$ cat config.mk
export PLATFORM = sky130hd
export DESIGN_NAME = tte_renorm
export DESIGN_NICKNAME = d
export VERILOG_FILES = /design/src/rtl/core/tte_pkg.sv /design/src/rtl/core/tte_renorm.sv
export SDC_FILE = /design/constraint.sdc
export NUM_CORES = 2
export LEC_CHECK = 0
export BUFFER_PORTS_ARGS = -buffer_cell sky130_fd_sc_hd__buf_2
export CORE_AREA = 2 2 376 229
export DETAILED_ROUTE_END_ITERATION = 8
export DIE_AREA = 0 0 378 231
export PLACE_DENSITY = 0.64
export SYNTH_ARGS = -nofsm -noshare
export SYNTH_HDL_FRONTEND = slang
export SYNTH_SLANG_ARGS = --single-unit
$ cat constraint.sdc
create_clock -name i_clk -period 10.47 [get_ports i_clk]
set_input_delay 1.047 -clock i_clk [delete_from_list [all_inputs] [get_ports i_clk]]
set_output_delay 1.047 -clock i_clk [all_outputs]
set_load 0.05 [all_outputs]
$ cat src/rtl/core/tte_pkg.sv
// ----------------------------------------------------------------------------
// tte_pkg
// Shared types, constants and the integer-power table for the exp pipeline.
// ----------------------------------------------------------------------------
package tte_pkg;

    // result status codes
    localparam logic [1:0] ST_OK    = 2'd0;
    localparam logic [1:0] ST_UFLOW = 2'd1;
    localparam logic [1:0] ST_RANGE = 2'd2;

    localparam int TAB_DEPTH = 64;
    localparam int TAB_IDX_W = 6;

    // 4/e in Q1.31
    localparam logic [31:0] INV_E_MANT = 32'd3160060337;

    // Taylor coefficients round(2^30/n!), Q2.30
    localparam logic [31:0] TTE_COEF [0:6] = '{
        32'd1073741824, 32'd1073741824, 32'd536870912, 32'd178956971,
        32'd44739243,   32'd8947849,    32'd1491308
    };

    typedef struct packed {
        logic [31:0]        mant;
        logic signed [7:0]  bexp;
    } t_tab_ent;

    typedef t_tab_ent [TAB_DEPTH-1:0] t_tab;

    // Item travelling down the Horner stages
    typedef struct packed {
        logic [1:0]         status;
        logic [31:0]        tmant;   // exp(-k) mantissa, Q1.31
        logic signed [7:0]  texp;    // exp(-k) binary exponent
        logic [29:0]        frac;    // fraction, Q0.30
        logic [31:0]        acc;     // Horner accumulator, Q2.30
    } t_tte_item;

    // exp(-k) by repeated multiplication with 4/e, evaluated at elaboration
    function automatic t_tab build_tab();
        t_tab        t;
        logic [31:0] m;
        logic [63:0] p;
        logic [32:0] r;
        int          ex;
        m  = 32'h8000_0000;
        ex = 0;
        for (int k = 0; k < TAB_DEPTH; k++) begin
            t[k].mant = m;
            t[k].bexp = 8'(ex);
            p = 64'(m) * 64'(INV_E_MANT);
            if (p[63]) begin
                r  = {1'b0, p[63:32]} + 33'(p[31]);
                ex = ex + 1;
            end else begin
                r  = {1'b0, p[62:31]} + 33'(p[30]);
            end
            if (r[32]) begin
                r  = 33'h0_8000_0000;
                ex = ex + 1;
            end
            ex = ex - 2;
            m  = r[31:0];
        end
        return t;
    endfunction

    localparam t_tab TTE_TAB = build_tab();

endpackage

$ cat src/rtl/core/tte_renorm.sv
// ----------------------------------------------------------------------------
// tte_renorm
// exp(-k) * exp(f) product, then renormalise to Q1.31 (output register).
// ----------------------------------------------------------------------------
module tte_renorm
    import tte_pkg::*;
(
    input  logic               i_clk,
    input  logic               i_rst_n,
    input  logic               i_vld,
    output logic               o_rdy,
    input  t_tte_item          i_item,
    output logic               o_vld,
    input  logic               i_rdy,
    output logic [31:0]        o_mant,
    output logic signed [7:0]  o_bexp,
    output logic [1:0]         o_status
);

    // product stage
    logic               r_pvld;
    logic [63:0]        r_prod;
    logic signed [7:0]  r_pexp;
    logic [1:0]         r_pst;
    logic               w_prdy;

    // output stage
    logic               r_ovld;
    logic [31:0]        r_mant;
    logic signed [7:0]  r_bexp;
    logic [1:0]         r_st;
    logic [31:0]        n_mant;
    logic signed [7:0]  n_bexp;
    logic [32:0]        w_m;
    logic [7:0]         w_dexp;

    assign w_prdy = ~r_ovld | i_rdy;
    assign o_rdy  = ~r_pvld | w_prdy;

    always_ff @(posedge i_clk) begin
        if (!i_rst_n) begin
            r_pvld <= 1'b0;
            r_ovld <= 1'b0;
        end else begin
            if (o_rdy) begin
                r_pvld <= i_vld;
            end
            if (w_prdy) begin
                r_ovld <= r_pvld;
            end
        end
    end

    always_ff @(posedge i_clk) begin
        if (o_rdy && i_vld) begin
            r_prod <= 64'(i_item.tmant) * 64'(i_item.acc);
            r_pexp <= i_item.texp;
            r_pst  <= i_item.status;
        end
    end

    // product lies in [2^61, 2^64): leading one at bit 61, 62 or 63
    always_comb begin
        if (r_prod[63]) begin
            w_m    = {1'b0, r_prod[63:32]} + 33'(r_prod[31]);
            w_dexp = 8'd2;
        end else if (r_prod[62]) begin
            w_m    = {1'b0, r_prod[62:31]} + 33'(r_prod[30]);
            w_dexp = 8'd1;
        end else begin
            w_m    = {1'b0, r_prod[61:30]} + 33'(r_prod[29]);
            w_dexp = 8'd0;
        end
        if (w_m[32]) begin
            n_mant = 32'h8000_0000;
            n_bexp = r_pexp + $signed(w_dexp) + 8'sd1;
        end else begin
            n_mant = w_m[31:0];
            n_bexp = r_pexp + $signed(w_dexp);
        end
        if (r_pst != ST_OK) begin
            n_mant = '0;
            n_bexp = '0;
        end
    end

    always_ff @(posedge i_clk) begin
        if (w_prdy && r_pvld) begin
            r_mant <= n_mant;
            r_bexp <= n_bexp;
            r_st   <= r_pst;
        end
    end

    assign o_vld    = r_ovld;
    assign o_mant   = r_mant;
    assign o_bexp   = r_bexp;
    assign o_status = r_st;

endmodule

Yosys cells after proc, flatten, opt, wreduce, memory -nomap -nowiden
Cells that the tools add are included.

cells by class
  bitwise operators = 4
  mux-type cells = 6
  multipliers = 1
  reduce and logical (&&, ||, !) cells = 4
  $add $sub $neg = 5

operators with widths
  operator                                      count
  adder 32 x 1 -> 33 bit                        3
  two-way mux 33 bit                            2
  multiplier 32 x 32 -> 64 bit                  1
  two-way mux 32 bit                            1
  adder 8 x 2 -> 8 bit (second input constant)  1
  adder 8 bit                                   1
  two-way mux 8 bit                             1
  logical AND 1 bit                             2
  two-way mux 2 bit                             1
  inverter 1 bit                                2
  OR 1 bit                                      2
  nonzero test 2 bit                            1
  OR reduction 2 bit                            1
  two-way mux 1 bit                             1

word-level totals
  flip-flop bits (word level) = 118
  logic and storage cells = 29
  bits of input ports = 108
  output and inout port bits = 44

Depth between registers and ports, before layout
  depth after elaboration = 5
  mapped depth = 29
  mapped depth without buffers = 27

Least setup slack after synthesis
No wires, ideal clock.

  path type = input port to flip-flop
  start point = input port i_item[11] (netlist name)
  end point = register r_prod[58], data pin
  buffers on the path = 2
  setup slack = 2.566 ns
  data arrival time = 7.645 ns
  required time = 10.211 ns
  cell stages on the path = 27
  path through = clkbuf_1 nand2_1 fa_1 inv_1 fa_1 inv_1 fa_1 inv_1 fa_1 inv_1 fa_1 inv_1 fa_1 fa_1 inv_1 fa_1 inv_1 ha_1 clkbuf_1 a21oi_1 o21ai_0 a221o_1 a211oi_2 a21oi_1 o41ai_1 o21ai_0 xnor2_1

between the ends
  longest elaborated chain between the ends = 1

RTL lines
  what                          line              text
  start, declared               tte_renorm.sv:12  input t_tte_item i_item,
  multiplier 32 x 32 -> 64 bit  tte_renorm.sv:56  r_prod <= 64'(i_item.tmant) * 64'(i_item.acc);
  end signal, assigned          tte_renorm.sv:56
  end, declared                 tte_renorm.sv:22  logic [63:0] r_prod;

No other way between the ends.
A chain may end at the register's enable or synchronous reset.

Worst setup path in the final report
  start point = input port i_item[90] (netlist name)
  end point = register r_prod[57], data pin

Same word-level chain as after synthesis.

==> results_dict.tcl <==
set metrics [dict create \
    synth_edf_count 87 \
    synth_flop_cell "edfxtp_1" \
    cts_made_buffers 9 \
    antenna_found_initial 5 \
    layout_common_cells "fa_1 (896), inv_1 (876), and2_1 (581)" \
    cp_data_arrival_time_ps 9130 \
    start_util_pct 45.4 \
    cts_hold_buf 0 \
    grt_pass1_vias 28900 \
    slew_violations 0 \
    rsz0062_at_grt "no" \
    hpwl_um 86300 \
    synthCells 4180 \
    gp_congestion 0.928 \
    drt_first_pass_iters 6 \
    drcViolationCount 0 \
    maxCapViolCount 0 \
    synth_area_leader_cell "fa_1" \
    fin_tns_setup_ps 0 \
    syn2layout_area_growth_pct 4.12 \
    synth.cell_area_sq_um 38300 \
    startpoint_type "primary input" \
    post_drt_via_cell_ratio 5.32 \
    fmax_ghz 0.111 \
    die_x_um 378 \
    slew_headroom_pct 22.2 \
    finalSetupViolCount 0 \
    clock_path_buffers 2 \
    cts_setup_buffers 0 \
    ant_nets 0 \
    dieHeight_um 231 \
    post-route-min-period_ps 9020 \
    status "completed" \
    grt_overflow_total 0 \
    fin_ws_ps 1450 \
    ff2ff_path_depth 12 \
    nFillCells 8133 \
    finalCritPeriodShare_pct 86.2 \
    drt_iter0_markers 2488 \
    tightest_slew_ps 1170 \
    place_worst_setup_slack_ps 1270 \
    ys.warnings.count 0 \
    die_area_sq_um 87300 \
    ys_seq_area_share_pct 6.93 \
    post_drt_wl_per_cell_um 21.5 \
    synth_seq_cells 89 \
    end_kind "flip-flop" \
    crit_fanout 32 \
    crit_required_ps 10570 \
    fin_nets 5366 \
    hp-class "reg2reg" \
    netlist_top_cells_area "fa_1 (47%), and2_1 (9.5%), ha_1 (8.8%), inv_1 (8.6%), edfxtp_1 (6.8%)" \
    htree_levels 3 \
    rows 83 \
    drt-total-wl_um 113000 \
    hold_depth 0 \
    yosysUniqueCellTypes 67 \
    clk_latency_ps 340 \
    cts_root_buf "clkbuf_16" \
    grt_usage_pct 26.9 \
    async_reset_ff_share_pct 0 \
    grt_max_degree 71 \
    syn_area_per_cell_sq_um 9.16 \
    hold_violations 0 \
    skew_ps 8.94 \
    clkTransAtPathRegs_ps 70 \
    grt_pass1_wl_um 177000 \
    synthesis.nets 5453 \
    portBuffers 121 \
    cts_resized 0 \
    worst-setup-path-type "in2reg" \
    num_io_pins 152 \
    core-area_sq_um 84300 \
    cts_tree "done" \
    synth_top_area_share_pct 46.9 \
    final_common_cell "fa_1" \
    clock_sinks 89 \
    vias 27900 \
    drive_above_1_share_pct 4.59 \
]
==> layout make-up <==
type	count	area [sq um]	area share [%]
Multi-Input combinational cell	2964	31300	78.6
Inverter	876	3290	8.25
Sequential cell	89	2650	6.65
Tap cell	1147	1440	3.60
Timing Repair Buffer	153	846	2.12
Clock buffer	9	225	0.565
Clock inverter	7	76.3	0.191
Antenna cell	1	2.50	0.00628
==> state kept, by name (all words and copies together), names as in the netlist <==
register / cells
o_bexp: 8
o_mant: 32
o_status: 2
o_vld: 1
r_pexp: 8
r_prod: 35
r_pst: 2
r_pvld: 1
==> metrics by stage <==
stage	cells	hold slack, ps	cell area [sq um]	util (%)
after detailed placement	5229	427	39600	46.9
after global routing	5246	448	39900	47.3
after CTS	5245	443	39900	47.3
after global placement	5229	424	39600	46.9
final	5246	442	39900	47.3
after floorplan	4180	417	38300	-
==> critical path: stages <==
cell and delay [ps]:
buf_2 760, and2_1 270, fa_1 420, fa_1 570
inv_1 70, fa_1 530, fa_1 570, inv_1 50
fa_1 640, fa_1 460, fa_1 510, fa_1 550
ha_1 510, nand3_1 200, or3_1 430, nor2_1 160
o2bb2ai_1 130, a31oi_1 120, a31oi_1 260, buf_4 180
a211oi_1 110, o21ai_0 170, nor4b_1 390
==> cell families (layout without fill, tap and decap cells) <==
group           after synthesis  after routing  synth area share, %
simple gates               1392           1392                 18.5
fa+ha+maj                  1165           1165                 55.7
buf+inv                    1127           1045                 11.2
compound gates              275            275                 4.67
xor+xnor                    129            129                 2.95
flops                        89             89                 6.93
mux                           3              3               0.0784
other cells                   0              1                    0
==> Yosys cell counts, types with 3 or more instances <==
cell / instances
clkbuf_1: 223
and3_1: 15
a21o_1: 35
buf_1: 3
o31ai_1: 4
and4_1: 5
o21bai_1: 6
nor3_1: 21
o21a_1: 5
nor4_1: 7
ha_1: 269
buf_4: 4
xor2_1: 69
nand2b_1: 6
fa_1: 896
or3_1: 8
edfxtp_1: 87
mux2i_1: 3
and2_1: 582
a21oi_1: 87
or2_2: 5
nand3_1: 33
nor2_1: 107
nand2_1: 551
o21ai_0: 43
o211ai_1: 6
a31oi_1: 6
nor2b_1: 15
a211oi_1: 52
inv_1: 876
xnor2_1: 60
buf_6: 5
nand4_1: 25
a311oi_1: 5
buf_2: 16
==> path summary, 6_finish.rpt <==
path / end / slack [ps] / startpoint
setup / recovery: r_prod[57] / 1450 / i_item[90]
hold / removal: o_status[0] / 440 / r_pst[0]
setup reg to reg: o_mant[29] / 7090 / r_prod[30]
hold reg to reg: o_status[0] / 440 / r_pst[0]
==> routing by layer <==
metal,wire length (um),up-vias,GRT usage [%]
met5,69,-,0.444
met4,1190,6,3.00
met1,53600,14200,43.1
met3,15800,78,9.85
li1,-,12200,-
met2,42300,1443,34.7
Power is left out: the tool's default activity adds up to more than one toggle a clock period on the data nets, which glitch-free logic cannot reach.
