File: config.mk
export PLATFORM = sky130hd
export DESIGN_NAME = tte_horner
export DESIGN_NICKNAME = d
export VERILOG_FILES = /design/src/rtl/core/tte_pkg.sv /design/src/rtl/core/tte_horner.sv
export SDC_FILE = /design/constraint.sdc
export NUM_CORES = 2
export LEC_CHECK = 0
export BUFFER_PORTS_ARGS = -buffer_cell sky130_fd_sc_hd__buf_2
export CAP_MARGIN = 20
export CORE_AREA = 2 2 259 286
export DETAILED_ROUTE_END_ITERATION = 6
export DIE_AREA = 0 0 261 288
export PLACE_DENSITY = 0.7
export SLEW_MARGIN = 5
export SYNTH_ARGS = -nofsm -noshare
export SYNTH_HDL_FRONTEND = slang
export SYNTH_SLANG_ARGS = --single-unit
File: constraint.sdc
create_clock -name i_clk -period 27.1 [get_ports i_clk]
set_input_delay 2.71 -clock i_clk [delete_from_list [all_inputs] [get_ports i_clk]]
set_output_delay 2.71 -clock i_clk [all_outputs]
set_load 0.1 [all_outputs]
File: src/rtl/core/tte_pkg.sv
// ----------------------------------------------------------------------------
// tte_pkg
// Shared types, constants and the integer-power table for the exp pipeline.
// ----------------------------------------------------------------------------
package tte_pkg;

    // result status codes
    localparam logic [1:0] ST_OK    = 2'd0;
    localparam logic [1:0] ST_UFLOW = 2'd1;
    localparam logic [1:0] ST_RANGE = 2'd2;

    localparam int TAB_DEPTH = 64;
    localparam int TAB_IDX_W = 6;

    // 4/e in Q1.31
    localparam logic [31:0] INV_E_MANT = 32'd3160060337;

    // Taylor coefficients round(2^30/n!), Q2.30
    localparam logic [31:0] TTE_COEF [0:6] = '{
        32'd1073741824, 32'd1073741824, 32'd536870912, 32'd178956971,
        32'd44739243,   32'd8947849,    32'd1491308
    };

    typedef struct packed {
        logic [31:0]        mant;
        logic signed [7:0]  bexp;
    } t_tab_ent;

    typedef t_tab_ent [TAB_DEPTH-1:0] t_tab;

    // Item travelling down the Horner stages
    typedef struct packed {
        logic [1:0]         status;
        logic [31:0]        tmant;   // exp(-k) mantissa, Q1.31
        logic signed [7:0]  texp;    // exp(-k) binary exponent
        logic [29:0]        frac;    // fraction, Q0.30
        logic [31:0]        acc;     // Horner accumulator, Q2.30
    } t_tte_item;

    // exp(-k) by repeated multiplication with 4/e, evaluated at elaboration
    function automatic t_tab build_tab();
        t_tab        t;
        logic [31:0] m;
        logic [63:0] p;
        logic [32:0] r;
        int          ex;
        m  = 32'h8000_0000;
        ex = 0;
        for (int k = 0; k < TAB_DEPTH; k++) begin
            t[k].mant = m;
            t[k].bexp = 8'(ex);
            p = 64'(m) * 64'(INV_E_MANT);
            if (p[63]) begin
                r  = {1'b0, p[63:32]} + 33'(p[31]);
                ex = ex + 1;
            end else begin
                r  = {1'b0, p[62:31]} + 33'(p[30]);
            end
            if (r[32]) begin
                r  = 33'h0_8000_0000;
                ex = ex + 1;
            end
            ex = ex - 2;
            m  = r[31:0];
        end
        return t;
    endfunction

    localparam t_tab TTE_TAB = build_tab();

endpackage

File: src/rtl/core/tte_horner.sv
// ----------------------------------------------------------------------------
// tte_horner
// One Horner step: acc = c + round(acc * f / 2^30), registered.
// ----------------------------------------------------------------------------
module tte_horner
    import tte_pkg::*;
(
    input  logic        i_clk,
    input  logic        i_rst_n,
    input  logic [31:0] i_coef,
    input  logic        i_vld,
    output logic        o_rdy,
    input  t_tte_item   i_item,
    output logic        o_vld,
    input  logic        i_rdy,
    output t_tte_item   o_item
);

    logic        r_vld;
    t_tte_item   r_item;
    t_tte_item   n_item;
    logic [61:0] w_prod;
    logic [61:0] w_rnd;

    assign w_prod = 62'(i_item.acc) * 62'(i_item.frac);
    assign w_rnd  = w_prod + 62'h2000_0000;

    always_comb begin
        n_item     = i_item;
        n_item.acc = i_coef + w_rnd[61:30];
    end

    assign o_rdy = ~r_vld | i_rdy;

    always_ff @(posedge i_clk) begin
        if (!i_rst_n) begin
            r_vld <= 1'b0;
        end else if (o_rdy) begin
            r_vld <= i_vld;
        end
    end

    always_ff @(posedge i_clk) begin
        if (o_rdy && i_vld) begin
            r_item <= n_item;
        end
    end

    assign o_vld  = r_vld;
    assign o_item = r_item;

endmodule

# == After elaboration in Yosys (flattened, before gate mapping) ==
# Cells that the tools add are included.
# word_totals
reg_bits,105
out_inout_bits,106
wordCells,12
# op_classes
n_addsub,2
multipliers,1
bitwise_logic,2
n_reduce_logical,1
# ops
operator,n
adder 62 x 30 -> 62 bit (second input constant),1
multiplier 32 x 30 -> 62 bit,1
adder 32 bit,1
logical AND 1 bit,1
inverter 1 bit,1
bitwise OR 1 bit,1

# == Longest topological paths before layout ==
# logic_depth
word_depth,3
depth_mapped,39
depth_no_buf,38

# == Worst setup path after synthesis ==
# OpenSTA, ideal clock, no wires.
# synth_timing
path_type,input -> register
startpoint,input port i_item[18] (netlist bit)
endpoint,"register r_item, in the netlist o_item[29] (data pin)"
setup_ps,265
arrival_time_ps,11115
setup_slack_ps,15720
path_stages,33
path_buffers,1
cell_sequence,clkbuf_1 and2_1 fa_1 fa_1 fa_1 inv_1 fa_1 inv_1 fa_1 fa_1 fa_1 inv_1 fa_1 inv_1 ha_1 a21o_1 a21o_1 a2111oi_2 o211ai_1 o21ai_1 nand2_1 a31oi_1 xnor2_1 ha_1 a2111oi_4 o21ai_2 a221oi_2 nor4bb_1 nor2_2 o2111ai_1 a21o_1 and4_1 or3_1
# synth_rtl
item,line,text
from (decl),tte_horner.sv:13,"input t_tte_item i_item,"
to (signal assigned),tte_horner.sv:45,r_item <= n_item;
to (decl),tte_horner.sv:20,t_tte_item r_item;

==> impl_metrics.xml <==
<?xml version="1.0" encoding="UTF-8"?>
<metrics>
  <group name="outcome">
    <metric name="run_status" unit="">finished clean</metric>
  </group>
  <group name="worst_hold_path">
    <metric name="hp-start" unit="">o_vld</metric>
    <metric name="hold_class" unit="">register to register</metric>
    <metric name="worst_hold_path.endpoint" unit="">o_vld</metric>
    <metric name="timing.hold.worst_path_depth" unit="">2</metric>
  </group>
  <group name="clocking">
    <metric name="worst_path_clk_slew" unit="ns">0.09</metric>
    <metric name="numCtsBuffers" unit="">9</metric>
    <metric name="setup_fix_buffers_added_after_clock_tree_synthesis" unit="">0</metric>
    <metric name="cts-htree-levels" unit="">3</metric>
    <metric name="clock_tree_from_tritoncts" unit="">done</metric>
    <metric name="hold_buffers" unit="">0</metric>
    <metric name="numClockSinks" unit="">105</metric>
    <metric name="insertion_delay" unit="ns">0.42</metric>
    <metric name="cts-resized-gates" unit="">0</metric>
    <metric name="root_buffer" unit="">sky130_fd_sc_hd__clkbuf_16</metric>
    <metric name="cts_buffer_depth" unit="">2</metric>
  </group>
  <group name="yosys">
    <metric name="synth-async-reset-ratio" unit="">0</metric>
    <metric name="yosysWarnings" unit="">0</metric>
    <metric name="synth_edf_count" unit="">104</metric>
    <metric name="synth-seq-area-share" unit="">0.0878</metric>
    <metric name="syn-cell-area" unit="µm²">35800</metric>
    <metric name="synth.ff_latch_count" unit="">105</metric>
    <metric name="synth_fp_nets" unit="">5089</metric>
    <metric name="synth_top_flop_cell" unit="">sky130_fd_sc_hd__edfxtp_1</metric>
    <metric name="syn_area_per_cell" unit="µm²">9.42</metric>
    <metric name="ys_types" unit="">60</metric>
    <metric name="syn_inst" unit="">3800</metric>
  </group>
  <group name="place">
    <metric name="numPortBuffers" unit="">245</metric>
    <metric name="place.detailed.hpwl" unit="µm">73500</metric>
    <metric name="place_congestion" unit="">0.914</metric>
    <metric name="detailedPlace.worstSlack" unit="ns">14.08</metric>
  </group>
  <group name="worst_setup_path">
    <metric name="worstPathRequired" unit="ns">27.24</metric>
    <metric name="worst_r2r_endpoint" unit="">o_item[82]</metric>
    <metric name="worstSetupStartpointType" unit="">primary input</metric>
    <metric name="r2r_setup_slack" unit="ns">24.86</metric>
    <metric name="timing.critical_path.to_type" unit="">register</metric>
    <metric name="cpPeakStageDelay" unit="ns">0.88</metric>
    <metric name="critical_path.most_common_cell" unit="">sky130_fd_sc_hd__fa_1</metric>
    <metric name="critical_path_buffer_and_inverter_count" unit="">6</metric>
    <metric name="startpoint" unit="">i_item[47]</metric>
    <metric name="length_in_cells_of_the_worst_reg_to_reg_path" unit="">3</metric>
    <metric name="critical_path.reg2reg.startpoint" unit="">o_vld</metric>
    <metric name="worstSetupPathType" unit="">primary input to register</metric>
    <metric name="critPathArrivalTime" unit="ns">12.87</metric>
    <metric name="crit_fanout" unit="">33</metric>
    <metric name="crit_slowest_cell" unit="">sky130_fd_sc_hd__a211oi_1</metric>
    <metric name="cpLargestDelayFamily" unit="">adder cells</metric>
  </group>
  <group name="global_routing">
    <metric name="grt_first_pass_wirelength" unit="µm">152000</metric>
    <metric name="grt_residual_overflow" unit="">0</metric>
    <metric name="grt_max_degree" unit="">60</metric>
    <metric name="vias_in_the_first_global_route" unit="">28668</metric>
    <metric name="grt_antenna_before_repair" unit="">7</metric>
    <metric name="groute.usage.overall" unit="">0.266</metric>
  </group>
  <group name="finish">
    <metric name="multiInputGateArea" unit="µm²">28500</metric>
    <metric name="layout-drive-gt1-share" unit="">0.0730</metric>
    <metric name="ff_latch_area" unit="µm²">3140</metric>
    <metric name="fin_nets" unit="">5162</metric>
    <metric name="num-fill-cells" unit="">6708</metric>
    <metric name="area.growth.synth_to_final" unit="%">5.80</metric>
  </group>
  <group name="sta">
    <metric name="worst_slack" unit="ns">14.37</metric>
    <metric name="max_clk_rate" unit="GHz">0.0786</metric>
    <metric name="worst_pin_slew" unit="ns">1.06</metric>
    <metric name="worst_relative_slew_slack" unit="">0.289</metric>
    <metric name="fin_crit" unit="ns">12.73</metric>
    <metric name="period_share" unit="">0.470</metric>
    <metric name="timing.hold.ws" unit="ns">0.541</metric>
    <metric name="finalClockSkew" unit="ns">0.0188</metric>
    <metric name="final_setup_violating_endpoints" unit="">0</metric>
    <metric name="drv_slew" unit="">0</metric>
    <metric name="rsz_0062_raised_after_global_routing" unit="">false</metric>
    <metric name="fin_tns_setup" unit="ns">0</metric>
    <metric name="finalHoldViolCount" unit="">0</metric>
  </group>
  <group name="floorplan">
    <metric name="dieWidth" unit="µm">261</metric>
    <metric name="die_area" unit="µm²">75200</metric>
    <metric name="die_y" unit="µm">288</metric>
    <metric name="core.rowCount" unit="">104</metric>
    <metric name="ios" unit="">246</metric>
    <metric name="starting_utilization_of_the_core_area" unit="">0.493</metric>
    <metric name="core_area" unit="µm²">72600</metric>
  </group>
  <group name="drt">
    <metric name="route.vias.total" unit="">25868</metric>
    <metric name="route.antenna.remaining_nets" unit="">0</metric>
    <metric name="post_route_drc" unit="">0</metric>
    <metric name="drt-total-wl" unit="µm">95400</metric>
    <metric name="wirelength_per_cell" unit="µm">19.7</metric>
    <metric name="drt_pre_antenna_iters" unit="">7</metric>
    <metric name="drtIter0Drc" unit="">1323</metric>
    <metric name="avgViaCountPerCell" unit="">5.35</metric>
  </group>
  <group name="run">
    <metric name="max-cap-violations" unit="">0</metric>
  </group>
</metrics>
placed cells by master (no fill, tap or decap), types with 6 or more instances in the layout:
cell type / instances
sky130_fd_sc_hd__or3_1: 9
sky130_fd_sc_hd__buf_4: 9
sky130_fd_sc_hd__ha_1: 312
sky130_fd_sc_hd__o21bai_1: 11
sky130_fd_sc_hd__nand4_1: 16
sky130_fd_sc_hd__and2_1: 478
sky130_fd_sc_hd__o21a_1: 13
sky130_fd_sc_hd__inv_1: 913
sky130_fd_sc_hd__a21o_1: 46
sky130_fd_sc_hd__xor2_1: 20
sky130_fd_sc_hd__xnor2_1: 43
sky130_fd_sc_hd__nand3_1: 21
sky130_fd_sc_hd__a31oi_1: 11
sky130_fd_sc_hd__and3_1: 8
sky130_fd_sc_hd__a21oi_1: 76
sky130_fd_sc_hd__nand2_1: 533
sky130_fd_sc_hd__o21ai_0: 38
sky130_fd_sc_hd__nand2b_1: 6
sky130_fd_sc_hd__a211oi_1: 7
sky130_fd_sc_hd__nor2_1: 32
sky130_fd_sc_hd__buf_2: 245
sky130_fd_sc_hd__clkbuf_16: 9
sky130_fd_sc_hd__nor3_1: 11
sky130_fd_sc_hd__edfxtp_1: 104
sky130_fd_sc_hd__fa_1: 837
flip-flops by register name (all words and copies together), names as in the netlist:
name	cells
o_item	104
o_vld	1
Yosys cell counts, drive strengths merged, types with 11 or more instances:
cell	n	area [µm²]
a21o	46	345
a21oi	76	380
a31oi	11	68.8
and2	479	3000
clkbuf	191	717
edfxtp	104	3120
fa	837	16800
ha	312	3900
inv	913	3430
nand2	533	2000
nand3	21	105
nand4	16	100
nor2	33	126
nor3	11	55.1
o21a	13	97.6
o21ai	40	204
o21bai	11	82.6
xnor2	43	377
xor2	20	175
metrics by stage:
stage / utilization / std cells / instance area [µm²]
finish: 0.521 / 4835 / 37900
global route: 0.521 / 4834 / 37900
CTS: 0.521 / 4832 / 37900
detailed placement: 0.517 / 4816 / 37600
global placement: 0.517 / 4816 / 37600
floorplan: - / 3800 / 35800
logic make-up after synthesis:
logic type / after synthesis / share of synthesized area
buffers and inverters: 1105 / 0.116
XOR/XNOR: 64 / 0.0160
adder cells (fa/ha/maj): 1149 / 0.577
flip-flops: 105 / 0.0878
AO/OA/AOI/OAI: 244 / 0.0451
AND/OR/NAND/NOR: 1133 / 0.158
layer usage:
| layer | track usage | part of all wire | vias up |
|---|---|---|---|
| met5 | 0 | 0.00031 | - |
| met4 | 0.125 | 0.054 | 4 |
| met3 | 0.0317 | 0.051 | 260 |
| met2 | 0.483 | 0.53 | 832 |
| met1 | 0.311 | 0.37 | 13457 |
| li1 | - | - | 11315 |
area by class of cell:
type,instances,area share
well taps,954,0.0315
inverters,913,0.0905
repair buffers,254,0.0342
diodes,3,0.000198
multi-input cells,2590,0.753
clock inverters,6,0.00159
flip-flops and latches,105,0.0830
clock buffers,10,0.00631
worst register-to-register path, stage by stage, from the launching register on:
cell and delay (ns):
sky130_fd_sc_hd__dfxtp_1 0.32, sky130_fd_sc_hd__nand2b_1 0.10, sky130_fd_sc_hd__and2_4 0.65, sky130_fd_sc_hd__buf_4 0.78
how the worst max path moves through the flow:
stage	to	cells past startpoint	slack, ns
after floorplan	o_item[29]	33	15.72
after global placement	o_item[31]	33	14.23
after detailed placement	o_item[31]	33	14.08
after CTS	o_item[31]	33	14.48
after global routing	o_item[31]	34	13.88
final	o_item[31]	34	14.37
Power is left out: the tool's default activity adds up to more than one toggle a clock period on the data nets, which glitch-free logic cannot reach.
